===== src/design/utat_pkg.sv =====
`timescale 1ns / 1ps
// ----------------------------------------------------------------------------
// Usage accounting table package
// Shared types, command and status codes, guard words and the controller
// state type.
// ----------------------------------------------------------------------------
package utat_pkg;

   localparam logic [1:0] CMD_ALLOC   = 2'd0;
   localparam logic [1:0] CMD_FREE    = 2'd1;
   localparam logic [1:0] CMD_RELEASE = 2'd2;

   localparam logic [2:0] ST_OK          = 3'd0;
   localparam logic [2:0] ST_HEAD        = 3'd1;
   localparam logic [2:0] ST_FOOT        = 3'd2;
   localparam logic [2:0] ST_TAG_UNDER   = 3'd3;
   localparam logic [2:0] ST_TOTAL_UNDER = 3'd4;
   localparam logic [2:0] ST_FULL        = 3'd5;

   localparam logic [31:0] GUARD_HEAD_A = 32'h497208AB;
   localparam logic [31:0] GUARD_HEAD_B = 32'h127834DC;
   localparam logic [31:0] GUARD_FOOT_A = 32'h023481A9;
   localparam logic [31:0] GUARD_FOOT_B = 32'hFCB87147;

   typedef struct packed {
      logic [1:0]  cmd;
      logic [31:0] tag;
      logic [31:0] length;
      logic [31:0] header_first;
      logic [31:0] header_second;
      logic [31:0] footer_first;
      logic [31:0] footer_second;
   } utat_req_type;

   typedef struct packed {
      logic [2:0]  status;
      logic [31:0] tag_current;
      logic [31:0] tag_peak;
      logic [31:0] tag_at_peak;
      logic [31:0] total_current;
      logic [31:0] total_peak;
   } utat_rsp_type;

   typedef enum logic [2:0] {
      UTAT_IDLE,
      UTAT_SEARCH,
      UTAT_FETCH,
      UTAT_UPDATE,
      UTAT_SNAP,
      UTAT_DONE
   } utat_state_type;

   // Commands from the controller to the datapath.
   typedef struct packed {
      logic load;
      logic search;
      logic fetch;
      logic update;
      logic snap;
   } utat_cmd_type;

   // Status from the datapath to the controller.
   typedef struct packed {
      logic early;
      logic search_done;
      logic full;
      logic need_snap;
      logic snap_done;
   } utat_stat_type;

endpackage


===== src/design/utat_ram.sv =====
`timescale 1ns / 1ps
// ----------------------------------------------------------------------------
// Generic RAM
// One write port and one read port with registered read data.
// ----------------------------------------------------------------------------
module utat_ram #(
   parameter int WIDTH = 32,
   parameter int DEPTH = 16,
   localparam int AW = $clog2(DEPTH)
) (
   input  logic             clock,
   input  logic             we,
   input  logic [AW-1:0]    waddr,
   input  logic [WIDTH-1:0] wdata,
   input  logic [AW-1:0]    raddr,
   output logic [WIDTH-1:0] rdata
);

   logic [WIDTH-1:0] mem_ff [DEPTH];
   logic [WIDTH-1:0] rdata_ff;

   always_ff @(posedge clock) begin
      if (we) begin
         mem_ff[waddr] <= wdata;
      end
      rdata_ff <= mem_ff[raddr];
   end

   assign rdata = rdata_ff;

endmodule


===== src/design/utat_ctrl.sv =====
`timescale 1ns / 1ps
// ----------------------------------------------------------------------------
// Usage accounting table controller
// Sequences accept, tag search, entry fetch, update, snapshot walk and the
// result strobe.
// ----------------------------------------------------------------------------
module utat_ctrl (
   input  logic                   clock,
   input  logic                   reset,
   input  logic                   start,
   output logic                   busy,
   output logic                   rsp_strobe,
   output utat_pkg::utat_cmd_type cmd,
   input  utat_pkg::utat_stat_type stat
);

   utat_pkg::utat_state_type state_ff, state_in;

   always_ff @(posedge clock) begin
      if (reset) begin
         state_ff <= utat_pkg::UTAT_IDLE;
      end else begin
         state_ff <= state_in;
      end
   end

   always_comb begin
      state_in   = state_ff;
      cmd        = '0;
      busy       = 1'b1;
      rsp_strobe = 1'b0;
      case (state_ff)
         utat_pkg::UTAT_IDLE: begin
            busy     = 1'b0;
            cmd.load = start;
            if (start) begin
               state_in = stat.early ? utat_pkg::UTAT_DONE : utat_pkg::UTAT_SEARCH;
            end
         end
         utat_pkg::UTAT_SEARCH: begin
            cmd.search = 1'b1;
            if (stat.search_done) begin
               state_in = stat.full ? utat_pkg::UTAT_DONE : utat_pkg::UTAT_FETCH;
            end
         end
         utat_pkg::UTAT_FETCH: begin
            cmd.fetch = 1'b1;
            state_in  = utat_pkg::UTAT_UPDATE;
         end
         utat_pkg::UTAT_UPDATE: begin
            cmd.update = 1'b1;
            state_in   = stat.need_snap ? utat_pkg::UTAT_SNAP : utat_pkg::UTAT_DONE;
         end
         utat_pkg::UTAT_SNAP: begin
            cmd.snap = 1'b1;
            if (stat.snap_done) begin
               state_in = utat_pkg::UTAT_DONE;
            end
         end
         utat_pkg::UTAT_DONE: begin
            rsp_strobe = 1'b1;
            state_in   = utat_pkg::UTAT_IDLE;
         end
         default: begin
            state_in = utat_pkg::UTAT_IDLE;
         end
      endcase
   end

   a_accept_goes_busy: assert property (@(posedge clock) disable iff (reset)
      (start && !busy) |=> busy)
      else $error("accepted beat did not make the block busy");

   a_strobe_then_idle: assert property (@(posedge clock) disable iff (reset)
      rsp_strobe |=> !busy)
      else $error("block stayed busy after the result beat");

   a_strobe_single: assert property (@(posedge clock) disable iff (reset)
      rsp_strobe |=> !rsp_strobe)
      else $error("result strobe held for more than one cycle");

endmodule


===== src/design/utat_dp.sv =====
`timescale 1ns / 1ps
// ----------------------------------------------------------------------------
// Usage accounting table datapath
// Entry RAMs, valid bits, totals, the search and snapshot walk counter and
// the result register.
// ----------------------------------------------------------------------------
module utat_dp #(
   parameter int ENTRIES = 16
) (
   input  logic                    clock,
   input  logic                    reset,
   input  utat_pkg::utat_req_type  req_data,
   input  utat_pkg::utat_cmd_type  cmd,
   output utat_pkg::utat_stat_type stat,
   output utat_pkg::utat_rsp_type  rsp_data
);

   localparam int IW = $clog2(ENTRIES);
   localparam logic [IW-1:0] LAST = IW'(ENTRIES - 1);

   // Control state.
   logic [ENTRIES-1:0] valid_ff, valid_in;
   logic [31:0]        total_ff, total_in;
   logic [31:0]        high_ff, high_in;
   logic [IW-1:0]      scan_ff, scan_in;
   logic               scan_end_ff, scan_end_in;
   logic               cmp_vld_ff, cmp_vld_in;
   logic               free_found_ff, free_found_in;

   // Payload.
   logic [1:0]             op_ff, op_in;
   logic [31:0]            tag_ff, tag_in;
   logic [31:0]            len_ff, len_in;
   logic [IW-1:0]          cmp_idx_ff, cmp_idx_in;
   logic [IW-1:0]          free_idx_ff, free_idx_in;
   logic [IW-1:0]          idx_ff, idx_in;
   logic                   hit_ff, hit_in;
   logic                   ins_ff, ins_in;
   utat_pkg::utat_rsp_type rsp_ff, rsp_in;

   // RAM ports.
   logic [31:0]   tag_rd, cur_rd, peak_rd, snap_rd;
   logic          snap_we;
   logic [IW-1:0] snap_waddr, ent_raddr;
   logic [31:0]   snap_wdata;

   // Early checks on the incoming beat.
   logic       head_bad, foot_bad;
   logic [2:0] early_status;

   // Search compare.
   logic match, free_now, last_cmp, search_done;

   // Update arithmetic.
   logic        is_alloc, tag_under, tot_under, need_snap;
   logic [31:0] old_cur, old_peak, old_snap, sum, diff, tot_sum, tot_diff;
   logic [31:0] new_cur, new_peak;

   assign head_bad = (req_data.cmd == utat_pkg::CMD_FREE) &&
                     ((req_data.header_first != utat_pkg::GUARD_HEAD_A) ||
                      (req_data.header_second != utat_pkg::GUARD_HEAD_B));
   assign foot_bad = (req_data.cmd == utat_pkg::CMD_FREE) &&
                     ((req_data.footer_first != utat_pkg::GUARD_FOOT_A) ||
                      (req_data.footer_second != utat_pkg::GUARD_FOOT_B));

   always_comb begin
      if (head_bad) begin
         early_status = utat_pkg::ST_HEAD;
      end else if (foot_bad) begin
         early_status = utat_pkg::ST_FOOT;
      end else begin
         early_status = utat_pkg::ST_OK;
      end
   end

   assign match       = cmp_vld_ff && valid_ff[cmp_idx_ff] && (tag_rd == tag_ff);
   assign free_now    = free_found_ff || (cmp_vld_ff && !valid_ff[cmp_idx_ff]);
   assign last_cmp    = cmp_vld_ff && (cmp_idx_ff == LAST);
   assign search_done = match || last_cmp;

   // A freshly inserted entry starts from zero whatever the RAMs hold.
   assign old_cur  = ins_ff ? 32'd0 : cur_rd;
   assign old_peak = ins_ff ? 32'd0 : peak_rd;
   assign old_snap = ins_ff ? 32'd0 : snap_rd;

   assign is_alloc  = (op_ff == utat_pkg::CMD_ALLOC);
   assign sum       = old_cur + len_ff;
   assign diff      = old_cur - len_ff;
   assign tot_sum   = total_ff + len_ff;
   assign tot_diff  = total_ff - len_ff;
   assign tag_under = len_ff > old_cur;
   assign tot_under = len_ff > total_ff;
   assign need_snap = is_alloc && (high_ff < tot_sum);
   assign new_cur   = is_alloc ? sum : diff;
   assign new_peak  = is_alloc ? ((old_peak < sum) ? sum : old_peak) : old_peak;

   always_comb begin
      stat.early       = !(req_data.cmd inside {utat_pkg::CMD_ALLOC, utat_pkg::CMD_FREE,
                                                utat_pkg::CMD_RELEASE}) ||
                         head_bad || foot_bad;
      stat.search_done = search_done;
      stat.full        = !match && !free_now;
      stat.need_snap   = need_snap;
      stat.snap_done   = last_cmp;
   end

   always_comb begin
      valid_in      = valid_ff;
      total_in      = total_ff;
      high_in       = high_ff;
      scan_in       = scan_ff;
      scan_end_in   = scan_end_ff;
      cmp_vld_in    = cmp_vld_ff;
      free_found_in = free_found_ff;
      op_in         = op_ff;
      tag_in        = tag_ff;
      len_in        = len_ff;
      cmp_idx_in    = cmp_idx_ff;
      free_idx_in   = free_idx_ff;
      idx_in        = idx_ff;
      hit_in        = hit_ff;
      ins_in        = ins_ff;
      rsp_in        = rsp_ff;

      if (cmd.load) begin
         op_in                = req_data.cmd;
         tag_in               = req_data.tag;
         len_in               = req_data.length;
         scan_in              = '0;
         scan_end_in          = 1'b0;
         cmp_vld_in           = 1'b0;
         free_found_in        = 1'b0;
         rsp_in.status        = early_status;
         rsp_in.tag_current   = '0;
         rsp_in.tag_peak      = '0;
         rsp_in.tag_at_peak   = '0;
         rsp_in.total_current = total_ff;
         rsp_in.total_peak    = high_ff;
      end

      // The walk issues one RAM read per cycle; its data is handled in the following cycle.
      if (cmd.search || cmd.snap) begin
         cmp_vld_in = !scan_end_ff;
         cmp_idx_in = scan_ff;
         if (!scan_end_ff) begin
            scan_in     = scan_ff + IW'(1);
            scan_end_in = (scan_ff == LAST);
         end
      end

      if (cmd.search && cmp_vld_ff) begin
         if (!valid_ff[cmp_idx_ff] && !free_found_ff) begin
            free_found_in = 1'b1;
            free_idx_in   = cmp_idx_ff;
         end
         if (search_done) begin
            hit_in = match;
            ins_in = !match && free_now;
            if (match || !free_found_ff) begin
               idx_in = cmp_idx_ff;
            end else begin
               idx_in = free_idx_ff;
            end
            if (!match && !free_now) begin
               rsp_in.status = utat_pkg::ST_FULL;
            end
         end
      end

      if (cmd.update) begin
         scan_in     = '0;
         scan_end_in = 1'b0;
         cmp_vld_in  = 1'b0;
         if (ins_ff) begin
            valid_in[idx_ff] = 1'b1;
         end
         if (is_alloc) begin
            total_in      = tot_sum;
            rsp_in.status = utat_pkg::ST_OK;
         end else if (tag_under) begin
            rsp_in.status = utat_pkg::ST_TAG_UNDER;
         end else begin
            total_in      = tot_diff;
            rsp_in.status = tot_under ? utat_pkg::ST_TOTAL_UNDER : utat_pkg::ST_OK;
         end
         if (need_snap) begin
            high_in = tot_sum;
         end
         rsp_in.tag_current   = new_cur;
         rsp_in.tag_peak      = new_peak;
         rsp_in.tag_at_peak   = need_snap ? new_cur : old_snap;
         rsp_in.total_current = total_in;
         rsp_in.total_peak    = high_in;
      end
   end

   always_ff @(posedge clock) begin
      if (reset) begin
         valid_ff      <= '0;
         total_ff      <= '0;
         high_ff       <= '0;
         scan_ff       <= '0;
         scan_end_ff   <= 1'b0;
         cmp_vld_ff    <= 1'b0;
         free_found_ff <= 1'b0;
      end else begin
         valid_ff      <= valid_in;
         total_ff      <= total_in;
         high_ff       <= high_in;
         scan_ff       <= scan_in;
         scan_end_ff   <= scan_end_in;
         cmp_vld_ff    <= cmp_vld_in;
         free_found_ff <= free_found_in;
      end
   end

   always_ff @(posedge clock) begin
      op_ff       <= op_in;
      tag_ff      <= tag_in;
      len_ff      <= len_in;
      cmp_idx_ff  <= cmp_idx_in;
      free_idx_ff <= free_idx_in;
      idx_ff      <= idx_in;
      hit_ff      <= hit_in;
      ins_ff      <= ins_in;
      rsp_ff      <= rsp_in;
   end

   // The snapshot walk reads current counts; otherwise the selected entry is read.
   assign ent_raddr = cmd.snap ? scan_ff : idx_ff;

   always_comb begin
      if (cmd.snap) begin
         snap_we    = cmp_vld_ff;
         snap_waddr = cmp_idx_ff;
         snap_wdata = cur_rd;
      end else begin
         snap_we    = cmd.update && ins_ff;
         snap_waddr = idx_ff;
         snap_wdata = '0;
      end
   end

   utat_ram #(.WIDTH(32), .DEPTH(ENTRIES)) u_tag_ram (
      .clock (clock),
      .we    (cmd.update && ins_ff),
      .waddr (idx_ff),
      .wdata (tag_ff),
      .raddr (scan_ff),
      .rdata (tag_rd)
   );

   utat_ram #(.WIDTH(32), .DEPTH(ENTRIES)) u_cur_ram (
      .clock (clock),
      .we    (cmd.update),
      .waddr (idx_ff),
      .wdata (new_cur),
      .raddr (ent_raddr),
      .rdata (cur_rd)
   );

   utat_ram #(.WIDTH(32), .DEPTH(ENTRIES)) u_peak_ram (
      .clock (clock),
      .we    (cmd.update),
      .waddr (idx_ff),
      .wdata (new_peak),
      .raddr (ent_raddr),
      .rdata (peak_rd)
   );

   utat_ram #(.WIDTH(32), .DEPTH(ENTRIES)) u_snap_ram (
      .clock (clock),
      .we    (snap_we),
      .waddr (snap_waddr),
      .wdata (snap_wdata),
      .raddr (ent_raddr),
      .rdata (snap_rd)
   );

   assign rsp_data = rsp_ff;

   a_update_has_entry: assert property (@(posedge clock) disable iff (reset)
      cmd.update |-> (hit_ff != ins_ff))
      else $error("update without exactly one of hit or insert");

   a_insert_slot_free: assert property (@(posedge clock) disable iff (reset)
      (cmd.update && ins_ff) |-> !valid_ff[idx_ff])
      else $error("insert into an entry that is already valid");

   a_high_mark_grows: assert property (@(posedge clock) disable iff (reset)
      cmd.update |=> (high_ff >= $past(high_ff)))
      else $error("global peak decreased");

endmodule


===== src/design/tagged_usage_accounting_table.sv =====
`timescale 1ns / 1ps
// ----------------------------------------------------------------------------
// Tagged usage accounting table
// Per-tag current, peak and snapshot byte counts with a global total and peak.
// ----------------------------------------------------------------------------
// Usage: drive req_data and raise start; the beat is taken at the edge where
// start is high and busy is low. Exactly one result beat follows on rsp_data,
// marked by rsp_strobe for a single cycle; the receiver must take it then.
// One item is in work at a time; busy stays high through the result beat and
// drops in the next cycle, so a new item is taken only after the result beat.
// From accept to result strobe: an unknown command or a failed guard check
// goes straight to the result beat; otherwise the tag search walks the
// entries until the tag is found or the last entry is compared, and a full
// table ends there; else the entry is fetched and updated, and an allocate
// that raises the global peak then walks every entry for the snapshot copy.
// The tag search and the snapshot copy each walk the entry RAMs one entry per
// cycle through a single read port.
// Reset clears all valid bits and both totals; the block can accept a beat
// in the first cycle after reset.
// ----------------------------------------------------------------------------
module tagged_usage_accounting_table #(
   parameter int ENTRIES = 16
) (
   input  logic                   clock,
   input  logic                   reset,
   input  logic                   start,
   output logic                   busy,
   input  utat_pkg::utat_req_type req_data,
   output logic                   rsp_strobe,
   output utat_pkg::utat_rsp_type rsp_data
);

   utat_pkg::utat_cmd_type  cmd;
   utat_pkg::utat_stat_type stat;

   utat_ctrl u_ctrl (
      .clock      (clock),
      .reset      (reset),
      .start      (start),
      .busy       (busy),
      .rsp_strobe (rsp_strobe),
      .cmd        (cmd),
      .stat       (stat)
   );

   utat_dp #(.ENTRIES(ENTRIES)) u_dp (
      .clock    (clock),
      .reset    (reset),
      .req_data (req_data),
      .cmd      (cmd),
      .stat     (stat),
      .rsp_data (rsp_data)
   );

endmodule


===== config.mk =====
export PLATFORM = sky130hd
export DESIGN_NAME = tagged_usage_accounting_table
export DESIGN_NICKNAME = d
export VERILOG_FILES = /design/src/design/utat_pkg.sv /design/src/design/utat_ram.sv /design/src/design/utat_ctrl.sv /design/src/design/utat_dp.sv /design/src/design/tagged_usage_accounting_table.sv
export SDC_FILE = /design/constraint.sdc
export NUM_CORES = 2
export LEC_CHECK = 0
export BUFFER_PORTS_ARGS = -buffer_cell sky130_fd_sc_hd__buf_2
export CAP_MARGIN = 30
export CORE_ASPECT_RATIO = 1.5
export CORE_UTILIZATION = 65
export DETAILED_ROUTE_END_ITERATION = 8
export HOLD_SLACK_MARGIN = 0.12
export PLACE_DENSITY = 0.84
export SLEW_MARGIN = 25
export SYNTH_ARGS = -nofsm -noshare
export SYNTH_HDL_FRONTEND = slang
export SYNTH_HIERARCHICAL = 1
export SYNTH_SLANG_ARGS = --single-unit

===== constraint.sdc =====
create_clock -name clock -period 15.42 [get_ports clock]
set_input_delay 0.771 -clock clock [delete_from_list [all_inputs] [get_ports clock]]
set_output_delay 0.771 -clock clock [all_outputs]
set_load 0.05 [all_outputs]

### Word-level counts from Yosys, hierarchy flattened

Memory sizes are Yosys's and may differ from the RTL's. A register that Yosys moved wholly into a read port is not among the register bits.
Index checks and enable logic that the tools add are counted.

| word-level totals | value |
|---|---|
| register bits after elaboration | 332 |
| bits in writable memories | 2048 |
| bits of input ports | 197 |
| memories kept | 4 |
| output and inout port bits | 165 |
| word-level logic and storage cells | 152 |

| cells by class | value |
|---|---|
| bitwise logic cells | 1 |
| reductions and logical operators | 38 |
| $lt $le $gt $ge | 7 |
| muxes and demuxes | 59 |
| equal/unequal tests | 17 |
| add/subtract/negate cells | 5 |

Memories:

| memory | depth | width | read ports | clocked after memory_dff | write ports | RTL line | RTL |
|---|---|---|---|---|---|---|---|
| u_dp.u_cur_ram.mem_ff | 16 | 32 | 1 | 1 | 1 | utat_ram.sv:19 | `logic [WIDTH-1:0] mem_ff [DEPTH];` |
| u_dp.u_peak_ram.mem_ff | 16 | 32 | 1 | 1 | 1 | utat_ram.sv:19 |  |
| u_dp.u_snap_ram.mem_ff | 16 | 32 | 1 | 1 | 1 | utat_ram.sv:19 |  |
| u_dp.u_tag_ram.mem_ff | 16 | 32 | 1 | 1 | 1 | utat_ram.sv:19 |  |

Operator list:

| operator | count |
|---|---|
| 2-to-1 mux 32 bit | 11 |
| 2-to-1 mux 163 bit | 2 |
| adder 32 bit | 2 |
| > comparator 32 bit | 2 |
| less-than comparator 32 bit | 2 |
| subtractor 32 bit | 2 |
| 2-to-1 mux 3 bit | 12 |
| equality test 32 bit | 1 |
| inequality test 32 x 26 -> 1 bit (second input constant) | 1 |
| inequality test 32 x 29 -> 1 bit (second input constant) | 1 |
| inequality test 32 x 31 -> 1 bit (second input constant) | 1 |
| inequality test 32 bit (second input constant) | 1 |
| 2-to-1 mux 1 bit | 24 |
| 2-to-1 mux 4 bit | 6 |
| OR 16 bit | 1 |
| case mux 3 bit (5 select lines) | 1 |
| logical AND 1 bit | 13 |
| less-than comparator 4 x 5 -> 1 bit (second input constant) | 2 |
| equality test 4 bit (second input constant) | 2 |
| logical OR 1 bit | 8 |
| equality test 3 x 2 -> 1 bit (second input constant) | 2 |
| equality test 3 bit (second input constant) | 2 |
| zero test 1 bit | 6 |
| AND reduction 2 bit | 3 |
| other kinds (16) | 19 |

### Logic depth before layout (Yosys ltp)

| depth | value |
|---|---|
| word-level depth | 11 |
| mapped depth | 27 |
| depth with buffers taken out | 24 |

### By module

Netlist, hierarchy kept.

Modules (own cells, without submodules):

| module | area each (sq um) | times used | cells an instance | seq. area each (sq um) |
|---|---|---|---|---|
| utat_ram (u_dp.u_peak_ram ...) | 19854.0 | 3 | 838 | 16015.4 |
| utat_dp | 23563.8 | 1 | 2596 | 8978.6 |
| utat_ram (u_dp.u_cur_ram) | 19836.5 | 1 | 838 | 16015.4 |
| utat_ctrl | 265.3 | 1 | 35 | 60.1 |

### Worst setup path after synthesis

No wires, ideal clock.

| timing | value |
|---|---|
| kind | register -> register |
| start point | reg u_ctrl.state_ff[0] |
| end point | reg u_dp.rsp_ff (netlist bit u_dp/rsp_data[0]), enable pin |
| setup time | 0.526 ns |
| slack | 7.004 ns |
| arrival | 7.890 ns |
| clock period less this slack | 8.416 ns |
| buffers on the path | 2 |
| required time | 14.894 ns |
| stages on the path, launching flop included | 7 |
| cell sequence | dfxtp_1 -> buf_2 -> or3_1 -> nor2_1 -> clkbuf_1 -> clkinv_1 -> nand2_1 |

RTL lines:

| item | RTL line | RTL |
|---|---|---|
| start: declaration | utat_ctrl.sv:17 | `utat_pkg::utat_state_type state_ff, state_in;` |
| start signal: assignment | utat_ctrl.sv:21 | `state_ff <= utat_pkg::UTAT_IDLE;` |
| start signal: assignment | utat_ctrl.sv:23 | `state_ff <= state_in;` |
| end signal: assignment | utat_dp.sv:226 | `rsp_ff <= rsp_in;` |
| end: declaration | utat_dp.sv:39 | `utat_pkg::utat_rsp_type rsp_ff, rsp_in;` |

==> flow_metrics.tcl <==
set metrics [dict create \
    outcome "complete, no violations" \
    grt_max_degree 97 \
    end_kind "flip-flop" \
    drc 0 \
    synth_cell_types 94 \
    path_clk_slew_ns 0.07 \
    drtPass1Iterations 6 \
    syn_area_um2 103200 \
    chipHeight_um 490.1 \
    start_kind "flip-flop" \
    critical_path.max_stage_delay_ns 0.86 \
    drtIter0Drc 9216 \
    via_count 63026 \
    fin_ws_ns 7.426 \
    cpLargestDelayFamily "compound AO/OA/AOI/OAI gates" \
    min_path_type "primary input to flip-flop" \
    final_nets 6831 \
    maxCapViolations 0 \
    dp_hpwl_mm 188.3 \
    core_um2 157200 \
    synthArstFlopShare_pct 0 \
    multi_input_area_um2 28820 \
    clock-root-buffer "clkbuf_16" \
    place_congestion 1.004 \
    synth-edff-count 2287 \
    path_max_fanout 62 \
    tightest_slew_ns 1.018 \
    grt_overflow 0 \
    worst-path-buf-inv 3 \
    ys_seq_elements 2508 \
    slew_viol_final 0 \
    via_per_inst 7.228 \
    timing.fmax_mhz 125.1 \
    top_level_ports 362 \
    yosysWarnings 6 \
    power_density_nw_per_um2 165.7 \
    die_area_um2 160400 \
    reg2reg_to "u_dp/rsp_data[110]" \
    nFillCells 8708 \
    synth_ff_type "edfxtp_1" \
    pre_cts_ws_ns 7.475 \
    required_ns 16.15 \
    cts.sinks 2508 \
    antenna_left 0 \
    clockBufferDepth 3 \
    grt_first_pass_wirelength_mm 453.5 \
    skew_ns 0.04884 \
    ys_seq_area_share_pct 70.81 \
    wl_met1_mm 98.01 \
    netlist_instances 5983 \
    seq_area_um2 73110 \
    synth_nets 6371 \
    leakagePower_uw 0.03938 \
    layout_min_cycle_time_ns 7.994 \
    min_period_over_period_pct 51.84 \
    hold_viol 0 \
    hold_start "req_data[131]" \
    met2WireLength_mm 155.9 \
    setup_viol 0 \
    min_to "u_dp/len_ff[3]" \
    cts_tree "built" \
    area_growth_pct 12.06 \
    wl_met3_mm 40.87 \
    routed_wl_mm 325.1 \
    wire_per_inst_um 37.29 \
    crit_path_cell_trace "buf_4 -> nor2b_1 -> ha_1 -> o21bai_1 -> a221oi_1 -> o21bai_1 -> o221ai_1 -> o211ai_1 -> a221o_1 -> xor2_1 -> ha_1 -> a21o_1 -> a21oi_1 -> o21ai_0 -> a21oi_1 -> nor2b_1 -> a2111oi_0 -> o21ai_4 -> buf_4 -> mux2i_1 -> buf_2 -> and2_1" \
    antenna_found_initial 47 \
    maxSlewHeadroom_pct 31.41 \
    rows 178 \
    drive_gt1_share_pct 23.36 \
    r2r-start "u_dp/ins_ff" \
    numPortBuffers 361 \
    hold_depth 1 \
    die_w_um 327.4 \
    reg2reg_slack_ns 7.43 \
    r2r_cells 22 \
    worstSkewPairLatency_ns 0.89 \
    finalSetupTns_ns 0 \
    routed.top_layer "met5" \
    syn_area_per_cell_um2 17.25 \
    grt_pass1_vias 63683 \
    rsz0062_at_grt "no" \
    cts.htree.levels 4 \
    peakVddDrop_mv 0.1647 \
    initial_core_util_pct 65.65 \
    grt.total_usage_pct 40.52 \
    p_total_uw 19170 \
    crit_type "flip-flop to flip-flop" \
    cp_slowest_cell "edfxtp_1" \
    cts_buffers 209 \
    cp.arrival_ns 8.72 \
]
-- sequential cells by signal, indices dropped and copies added (netlist names), 2 cells and up --
| signal | count |
|---|---|
| u_dp/u_tag_ram/rdata | 32 |
| u_dp/rsp_data | 163 |
| u_dp/u_peak_ram/rdata | 32 |
| u_dp/scan_ff | 4 |
| u_dp/idx_ff | 4 |
| u_dp/tag_ff | 32 |
| u_dp/op_ff | 2 |
| u_dp/valid_ff | 16 |
| u_ctrl/state_ff | 3 |
| u_dp/total_ff | 32 |
| u_dp/u_tag_ram/mem_ff | 512 |
| u_dp/u_cur_ram/rdata | 32 |
| u_dp/len_ff | 32 |
| u_dp/u_snap_ram/rdata | 32 |
| u_dp/u_snap_ram/mem_ff | 512 |
| u_dp/u_peak_ram/mem_ff | 512 |
| u_dp/cmp_idx_ff | 4 |
| u_dp/u_cur_ram/mem_ff | 512 |
| u_dp/high_ff | 32 |
| u_dp/free_idx_ff | 4 |
-- cell usage after synthesis (all sizes together) (10+ instances only) --
cell | n | share of area [%]
edfxtp | 2287 | 67
mux4 | 517 | 11
nand2 | 372 | 1.4
a22oi | 262 | 1.9
nor2 | 262 | 0.96
dfxtp | 221 | 4.3
a21oi | 212 | 1.0
ha | 187 | 2.3
clkbuf | 164 | 0.60
buf | 159 | 0.88
inv | 152 | 0.55
o21ai | 138 | 0.67
xnor2 | 114 | 0.97
and2 | 99 | 0.60
nor2b | 68 | 0.41
nand2b | 62 | 0.38
nor3 | 56 | 0.27
o211ai | 52 | 0.38
a211oi | 46 | 0.33
nand3 | 44 | 0.21
mux2i | 42 | 0.41
a21o | 40 | 0.29
nand4 | 37 | 0.22
o21bai | 33 | 0.24
o21a | 24 | 0.18
o31ai | 22 | 0.19
nor4 | 21 | 0.13
xor2 | 20 | 0.17
a22o | 17 | 0.14
a31oi | 17 | 0.10
nor3b | 16 | 0.12
a221oi | 13 | 0.13
nand3b | 12 | 0.087
mux2 | 10 | 0.11
nor4bb | 10 | 0.097
o221ai | 10 | 0.085
o22ai | 10 | 0.061
or3b | 10 | 0.085
-- where the power goes --
part | switching [uW] | internal [uW]
Clock | 2510 | 2880
Combinational | 3390 | 1490
Sequential | 401 | 8490
Total | 6310 | 12900
-- repair_timing --
| action | 4_1_cts | 5_1_grt |
|---|---|---|
| buffers inserted | 0 | 0 |
| hold buffers | 36 | 0 |
| endpoints found under the hold margin | 36 | 0 |
| gates resized for setup | 0 | 0 |
-- kinds of logic after synthesis --
logic type                 Yosys count  synth area share [%]
AOI/OAI and AO/OA                  988                 6.583
xor gates and xnor gates           134                 1.144
adders and majority gates          192                 2.355
buffers and inverters              476                 2.034
DFF                               2508                 70.81
muxes                              569                 11.80
and+or+nand+nor                   1116                 5.274
-- how the worst max path moves through the flow --
stage	cells after the start	slack (ns)	from	end
6_report	22	7.43	u_dp/ins_ff	u_dp/rsp_data[110]
5_1_grt	22	7.17	u_dp/ins_ff	u_dp/rsp_data[102]
4_1_cts	20	7.37	u_dp/ins_ff	u_dp/u_peak_ram/mem_ff[7][7]
3_5_place_dp	20	7.48	u_dp/ins_ff	u_dp/u_peak_ram/mem_ff[14][7]
3_3_place_gp	22	7.67	u_dp/ins_ff	u_dp/rsp_data[110]
2_1_floorplan	6	7.00	u_ctrl/state_ff[0]	u_dp/rsp_data[0]
-- cell type report --
cell class | count | share of cell area (%)
clock inverter | 111 | 1.036
multi-input combinational | 2999 | 24.91
sequential | 2508 | 63.20
clock buffer | 285 | 4.932
tap | 2070 | 2.239
antenna | 22 | 0.04759
inverter | 153 | 0.4975
timing repair buffer | 572 | 3.136
-- metal layers --
layer | vias up | track usage, %
met1 | 31214 | 46.24
met3 | 1466 | 11.50
met4 | 40 | 30.59
met5 | - | 0
met2 | 5592 | 64.94
li1 | 24714 | -
-- stage by stage --
| stage | std cells | instance area [um^2] | hold slack, ns | utilization [%] |
|---|---|---|---|---|
| 5_1_grt | 8708 | 115700 | 0.1430 | 73.55 |
| 4_1_cts | 8691 | 115400 | 0.1207 | 73.41 |
| 6_report | 8720 | 115700 | 0.1683 | 73.57 |
| 3_3_place_gp | 8246 | 108000 | 0.4426 | 68.67 |
| 3_5_place_dp | 8259 | 108200 | 0.4558 | 68.79 |
| 2_1_floorplan | 5983 | 103200 | 0.4244 | - |
-- cell usage in the layout, fill, tap and decap left out, types with 101 or more instances in the layout --
master	n
edfxtp_1	2287
mux4_2	517
nand2_1	369
buf_2	365
a22oi_1	262
dfxtp_1	219
a21oi_1	212
clkbuf_16	209
nor2_1	206
ha_1	187
buf_4	156
inv_1	149
o21ai_0	132
xnor2_1	101
No activity file was read; power rests on OpenSTA's default activity.
